<file path="src/sv/pinhole_project_with_lens_distortion_core_defines.svh">
// Assertion macros shared by the pinhole projection RTL.
`ifndef PINHOLE_PROJECT_WITH_LENS_DISTORTION_CORE_DEFINES_SVH
`define PINHOLE_PROJECT_WITH_LENS_DISTORTION_CORE_DEFINES_SVH

// Same-cycle implication, disabled during reset.
`define PLDC_ASSERT_IMP(label, ante, cons) \
  label: assert property (@(posedge clk) disable iff (rst) (ante) |-> (cons)) \
    else $error("assertion failed: label");

// Next-cycle implication, disabled during reset.
`define PLDC_ASSERT_NEXT(label, ante, cons) \
  label: assert property (@(posedge clk) disable iff (rst) (ante) |=> (cons)) \
    else $error("assertion failed: label");

`endif

</file>
<file path="src/sv/pldc_pkg.sv">
// Types, constants and arithmetic helpers for the pinhole projection core.
`timescale 1ns / 1ps
`default_nettype none
package pldc_pkg;

  localparam int DIV_LAT = 18;
  localparam int NFRAC = 24;
  localparam int CFRAC = 28;

  localparam logic [2:0] REG_FOCAL_X = 3'd0;
  localparam logic [2:0] REG_FOCAL_Y = 3'd1;
  localparam logic [2:0] REG_CENTER_X = 3'd2;
  localparam logic [2:0] REG_CENTER_Y = 3'd3;
  localparam logic [2:0] REG_RADIAL_K1 = 3'd4;
  localparam logic [2:0] REG_RADIAL_K2 = 3'd5;
  localparam logic [2:0] REG_TANG_P1 = 3'd6;
  localparam logic [2:0] REG_TANG_P2 = 3'd7;

  localparam logic [31:0] FOCAL_RESET = 32'd4096000;
  localparam logic signed [31:0] Q_MAX = 32'sh7FFFFFFF;
  localparam logic signed [31:0] Q_MIN = 32'sh80000000;
  localparam logic signed [63:0] Q_ONE = 64'sd16777216;

  // Side information that travels with every pipeline slot.
  typedef struct packed {
    logic vld;
    logic pos;
    logic sat;
  } side_t;

  // Round to nearest with ties upward, then arithmetic shift right.
  function automatic logic signed [63:0] rshr(input logic signed [63:0] v,
                                              input int unsigned s);
    logic signed [63:0] t;
    t = v + (64'sd1 <<< (s - 1));
    return t >>> s;
  endfunction

  function automatic logic ovf32(input logic signed [63:0] v);
    return !((&v[63:31]) || !(|v[63:31]));
  endfunction

  function automatic logic signed [31:0] sat32(input logic signed [63:0] v);
    if (ovf32(v)) begin
      return v[63] ? Q_MIN : Q_MAX;
    end
    return v[31:0];
  endfunction

  // One restoring division step: {quotient bit, new remainder}.
  function automatic logic [31:0] div_step(input logic [30:0] r, input logic b,
                                           input logic [30:0] d);
    logic [31:0] t;
    logic ge;
    t = {r, b};
    ge = (t >= {1'b0, d});
    if (ge) begin
      t = t - {1'b0, d};
    end
    return {ge, t[30:0]};
  endfunction

endpackage
`default_nettype wire

</file>
<file path="src/sv/pldc_divider.sv">
// Pipelined restoring divider giving a signed Q7.24 ratio, two bits per stage.
`timescale 1ns / 1ps
`default_nettype none
module pldc_divider (
  input  wire logic               clk,
  input  wire logic               en,
  input  wire logic signed [31:0] num,
  input  wire logic signed [31:0] den,
  output logic signed [31:0]      quot,
  output logic                    ovf
);
  import pldc_pkg::*;

  logic [30:0] rem [0:16];
  logic [31:0] nb  [0:16];
  logic [31:0] quo [0:16];
  logic [30:0] dv  [0:16];
  logic        ng  [0:16];
  logic        bg  [0:16];

  logic [31:0] mag;
  logic [30:0] d_in;
  logic [32:0] qsum;
  logic [31:0] qr;

  assign mag = num[31] ? (~num + 32'd1) : num;
  assign d_in = den[30:0];

  always_ff @(posedge clk) begin
    if (en) begin
      ng[0] <= num[31];
      dv[0] <= d_in;
      bg[0] <= ({6'b0, mag} >= {d_in, 7'b0});
      rem[0] <= {6'b0, mag[31:7]};
      nb[0] <= {mag[6:0], 25'b0};
      quo[0] <= '0;
    end
  end

  for (genvar k = 0; k < 16; k++) begin : g_iter
    logic [31:0] s1;
    logic [31:0] s2;
    assign s1 = div_step(rem[k], nb[k][31], dv[k]);
    assign s2 = div_step(s1[30:0], nb[k][30], dv[k]);
    always_ff @(posedge clk) begin
      if (en) begin
        rem[k+1] <= s2[30:0];
        nb[k+1] <= {nb[k][29:0], 2'b0};
        quo[k+1] <= {quo[k][29:0], s1[31], s2[31]};
        dv[k+1] <= dv[k];
        ng[k+1] <= ng[k];
        bg[k+1] <= bg[k];
      end
    end
  end

  assign qsum = {1'b0, quo[16]} + 33'd1;
  assign qr = qsum[32:1];

  always_ff @(posedge clk) begin
    if (en) begin
      if (bg[16]) begin
        quot <= ng[16] ? Q_MIN : Q_MAX;
        ovf <= 1'b1;
      end else if (!ng[16]) begin
        quot <= qr[31] ? Q_MAX : qr;
        ovf <= qr[31];
      end else begin
        quot <= ~qr + 32'd1;
        ovf <= 1'b0;
      end
    end
  end

endmodule
`default_nettype wire

</file>
<file path="config.mk">
export PLATFORM = sky130hd
export DESIGN_NAME = pldc_divider
export DESIGN_NICKNAME = d
export VERILOG_FILES = /design/src/sv/pinhole_project_with_lens_distortion_core_defines.svh /design/src/sv/pldc_pkg.sv /design/src/sv/pldc_divider.sv
export SDC_FILE = /design/constraint.sdc
export NUM_CORES = 2
export LEC_CHECK = 0
export ABC_CLOCK_PERIOD_IN_PS = 6100
export BUFFER_PORTS_ARGS = -buffer_cell sky130_fd_sc_hd__buf_2
export CORE_ASPECT_RATIO = 1.1
export CORE_UTILIZATION = 45
export DETAILED_ROUTE_END_ITERATION = 8
export PLACE_DENSITY = 0.71
export SLEW_MARGIN = 20
export SYNTH_ARGS = -nofsm -noshare
export SYNTH_HDL_FRONTEND = slang
export SYNTH_SLANG_ARGS = --single-unit
</file>
<file path="constraint.sdc">
create_clock -name clk -period 6.1 [get_ports clk]
set_input_delay 0.915 -clock clk [delete_from_list [all_inputs] [get_ports clk]]
set_output_delay 0.915 -clock clk [all_outputs]
set_load 0.1 [all_outputs]
</file>
Word level (Yosys, flattened, before mapping):

Memories as Yosys holds them, arrays and structs flattened.
Index checks and enable logic that the tools add are counted.

* flip-flop bits (word level): 33
* bits in latches: 0
* RAM bits: 2142
* ROM bits: 0
* word-level logic and storage cells: 118
* memories: 6

* $add $sub $neg: 35
* $mul: 0
* divide/modulo/power cells: 0
* order comparisons: 33
* eq/ne operators: 0
* shift-type cells: 0
* muxes and demuxes: 40
* bitwise gates (word level): 2
* reduce and logical (&&, ||, !) cells: 0

Memories
* quo: words 17, width 32, read ports 17, clocked after memory_dff 0, write ports 17, RTL line pldc_divider.sv:16 `logic [31:0] quo [0:16];`
* dv: words 17, width 31, read ports 16, clocked after memory_dff 0, write ports 17, RTL line pldc_divider.sv:17 `logic [30:0] dv [0:16];`
* rem: words 17, width 31, read ports 16, clocked after memory_dff 0, write ports 17, RTL line pldc_divider.sv:14 `logic [30:0] rem [0:16];`
* nb: words 17, width 30, read ports 16, clocked after memory_dff 0, write ports 17, RTL line pldc_divider.sv:15 `logic [31:0] nb [0:16];`
* bg: words 17, width 1, read ports 17, clocked after memory_dff 0, write ports 17, RTL line pldc_divider.sv:19 `logic bg [0:16];`
* ng: words 17, width 1, read ports 17, clocked after memory_dff 0, write ports 17, RTL line pldc_divider.sv:18 `logic ng [0:16];`

Operators by type and width (number)
* 32-bit by 31-bit greater-or-equal comparator with 1-bit output: 32
* 31-bit 2-to-1 mux: 33
* 31-bit subtractor: 32
* 32-bit 2-to-1 mux: 4
* 32-bit by 1-bit adder with 32-bit output (second input constant): 2
* 32-bit NOT: 2
* 32-bit by 38-bit greater-or-equal comparator with 1-bit output: 1
* 32-bit by 1-bit adder with 33-bit output (second input constant): 1
* 1-bit 2-to-1 mux: 3

Logic depth before layout (Yosys ltp):

An unclocked memory read counts as a cell.

* depth in word-level cells: 6
* mapped depth: 30
* depth with buffers taken out: 27

Worst setup path before layout:

No wires, ideal clock.

* path kind: register to register
* start: mem dv[3][0], in the netlist dv[0][93]
* end: mem rem[4][26], in the netlist rem[0][150], data pin
* arrival time: 6.149 ns
* required time: 5.838 ns
* setup slack: -0.312 ns
* stages on the path, launching flop included: 28
* buffers on the path: 3
* clock period less this slack: 6.412 ns
* cells stage by stage: edfxtp_1 -> ha_1 -> inv_1 -> fa_1 -> a211oi_1 -> nor2_1 -> o22ai_1 -> o211ai_1 -> a221oi_1 -> a21o_1 -> a21oi_1 -> o21ai_1 -> clkbuf_1 -> clkbuf_1 -> mux2_2 -> ha_1 -> nor2b_1 -> o21a_1 -> o21ai_1 -> a21oi_1 -> a311o_1 -> a21oi_1 -> o21ai_1 -> a311oi_1 -> o31a_1 -> o211ai_1 -> buf_2 -> mux2_1

RTL lines (RTL line)
* start: declaration: pldc_divider.sv:17
* end: declaration: pldc_divider.sv:14

==> flow_summary.yaml <==
run_status:
  outcome: "finished with violations"
  violations: "setup timing"
cts:
  cts.sink_count: 1341
  path_clk_slew_ns: 0.06
  htree_levels: 4
  clockBufferDepth: 3
  cts_tree: "done"
  cts-buffers-inserted: 150
  hold_buffers: 0
  root_buffer: "clkbuf_16"
  clk_latency_ns: 0.84
route:
  drt_wl_total_mm: 287.6
  drt-initial-drc-count: 6486
  drc: 0
  via_per_inst: 5.731
  dr.pass1.iters: 9
  vias: 83620
  ant_nets: 0
  wire_per_inst_um: 19.71
global_route:
  grt_most_used_layer: "met2"
  track_usage_pct: 24.15
  grt_start_max_net_pins: 180
  gr-total-overflow: 0
  use_met2_pct: 41.95
  grt.met3_usage_pct: 2.735
  gr-usage-met1_pct: 30.13
  antenna_found_initial: 8
  grt_pass1_wl_mm: 438.4
  grt_pass1_vias: 81820
yosys:
  ys.flop_type: "edfxtp_1"
  synth.area.top_cells: "edfxtp_1, ha_1, xnor2_1"
  async_flop_share_pct: 0
  yosysWarnings: 0
  syn_avg_cell_area_um2: 9.980
  netlist_instances: 10160
  synth_top_area_share_pct: 39.72
  yosysUniqueCellTypes: 108
  synth_edf_count: 1341
  synth_seq_cells: 1341
  ys_seq_area_share_pct: 39.72
  syn-num-nets: 11250
  synth_top_area_cell: "edfxtp_1"
  syn_area_um2: 101400
timing:
  fin_setup_tns_ns: -0.1988
  hold_viol_final: 0
  finalSetupViolCount: 8
  rsz0062_at_grt: "yes"
  fin_crit_ns: 6.141
  finalWorstSetupSlack_ns: -0.04119
  final.setup_skew_ns: 0.05256
  worst_pin_slew_ns: 1.327
  holdWs_ns: 0.2613
  timing.fmax_mhz: 162.8
  slew_headroom_pct: 9.009
  drv_slew: 0
  period_share_pct: 100.7
cells_and_area:
  n_fill_cell: 19440
  stdcell_area_um2: 122800
  drive_above_1_share_pct: 22.11
  syn_to_final_growth_pct: 21.16
  nNetsFinal: 12620
worst_setup_path:
  timing.setup.critical_path_class: "reg2reg"
  slowest_stage: "mux2_4"
  worstPathMaxFanout: 8
  cp_slowest_stage_delay_ns: 0.41
  cp.required_ns: 6.67
  arrival_ns: 6.71
  start_kind: "flip-flop"
  path_common_cell: "buf_4"
  cp-end-kind: "flip-flop"
placed_design:
  hpwl_mm: 222.9
  dpl_worst_slack_ns: -0.5579
  port_buffers: 97
  place_congestion: 0.9633
  placed_area_um2: 114000
floorplan:
  die_area_um2: 227200
  initial_core_util_pct: 45.33
  ioPinCount: 99
  die_width_um: 454.5
  core_area_um2: 223600
  die_h_um: 499.8
  rows: 182
flow_run:
  maxCapViolCount: 0
worst_hold_path:
  hold_class: "in2reg"
==> registers in the layout, summed over array words and instances, names as in the netlist <==
register  flops
bg           17
dv          496
nb           16
ng           17
ovf           1
quo         272
quot         32
rem         490
==> stage by stage <==
| step | util [%] | cells |
|---|---|---|
| 3_3_place_gp | 50.99 | 14160 |
| 3_5_place_dp | 50.99 | 14160 |
| 2_1_floorplan | - | 10160 |
| 5_1_grt | 54.92 | 14590 |
| 4_1_cts | 53.58 | 14470 |
| 6_report | 54.92 | 14590 |
==> final cells by class <==
cell class	instances	area, um^2	share of cell area (%)
clock buffer	173	3840	3.126
sequential	1341	40270	32.79
antenna	5	12.51	0.01019
tap	2944	3684	2.999
inverter	755	2843	2.314
clock inverter	93	1071	0.8720
timing repair buffer	1433	11430	9.305
multi-input combinational	7848	59680	48.59
==> cell usage in the layout, fill, tap and decap left out, types with 429 or more instances in the layout <==
cell,netlist,final
ha_1,1002,961
nor2_1,651,628
a21o_1,430,429
nand2_1,664,659
o21ai_0,587,540
xnor2_1,585,585
buf_4,1,1248
mux2_2,443,429
inv_1,747,730
edfxtp_1,1341,1341
a21oi_1,952,882
==> critical path, delay by kind of cell, from the launching register on <==
| kind | cells | cell delay (ns) |
|---|---|---|
| AO/OA/AOI/OAI | 14 | 2.77 |
| adder cells (fa/ha/maj) | 3 | 0.86 |
| buffers and inverters | 7 | 0.91 |
| flip-flops | 1 | 0.38 |
| multiplexers | 2 | 0.75 |
| AND/OR/NAND/NOR | 2 | 0.19 |
==> cells in the mapped netlist, drive strengths merged, types with 23 or more instances <==
| cell type | count |
|---|---|
| a211o | 23 |
| clkbuf | 166 |
| o31ai | 84 |
| mux2i | 33 |
| nand4 | 123 |
| xnor2 | 585 |
| and3 | 88 |
| or2 | 53 |
| a221oi | 26 |
| o211ai | 47 |
| o21ai | 639 |
| and2 | 62 |
| nand2b | 114 |
| a41oi | 28 |
| nor3 | 149 |
| a211oi | 86 |
| o21bai | 126 |
| nor2 | 652 |
| inv | 755 |
| nand2 | 664 |
| nor4 | 39 |
| a21oi | 953 |
| buf | 51 |
| xor2 | 275 |
| or3 | 52 |
| a21o | 430 |
| and4 | 33 |
| o31a | 32 |
| nor2b | 94 |
| a31oi | 114 |
| ha | 1002 |
| mux2 | 519 |
| nand3 | 189 |
| o21a | 146 |
| a31o | 24 |
| edfxtp | 1341 |
| a21boi | 31 |
==> routing by layer <==
metal,wire length [um],share of wire (%)
met5,0,0
met4,12440,4.3
met3,12950,4.5
met2,140300,49
met1,121800,42
==> cell families after synthesis <==
group | after synthesis | synth area share [%]
AND/OR/NAND/NOR | 2385 | 11.32
XOR/XNOR | 860 | 7.430
AO/OA/AOI/OAI | 3026 | 18.97
buffers and inverters | 972 | 3.698
multiplexers | 552 | 6.091
adder cells (fa/ha/maj) | 1022 | 12.76
flip-flops | 1341 | 39.72
==> path summary, 6_finish.rpt <==
path                     from  slack (ns)           to  cells after the start
setup reg to reg    nb[0][59]       -0.04   rem[0][68]                     28
setup / recovery    nb[0][59]       -0.04   rem[0][68]                     28
hold reg to reg   quo[0][456]        0.39  quo[0][490]                      0
hold / removal        den[27]        0.26    dv[0][27]                      1
==> repair_timing <==
action / in CTS / in global routing
gates cloned: 6 / 17
buffers inserted: 38 / 100
gates resized for setup: 101 / 419
pin swaps: 36 / 167
setup endpoints to repair: 311 / 465
Power is left out: the tool's default activity adds up to more than one toggle a clock period on the data nets, which glitch-free logic cannot reach.
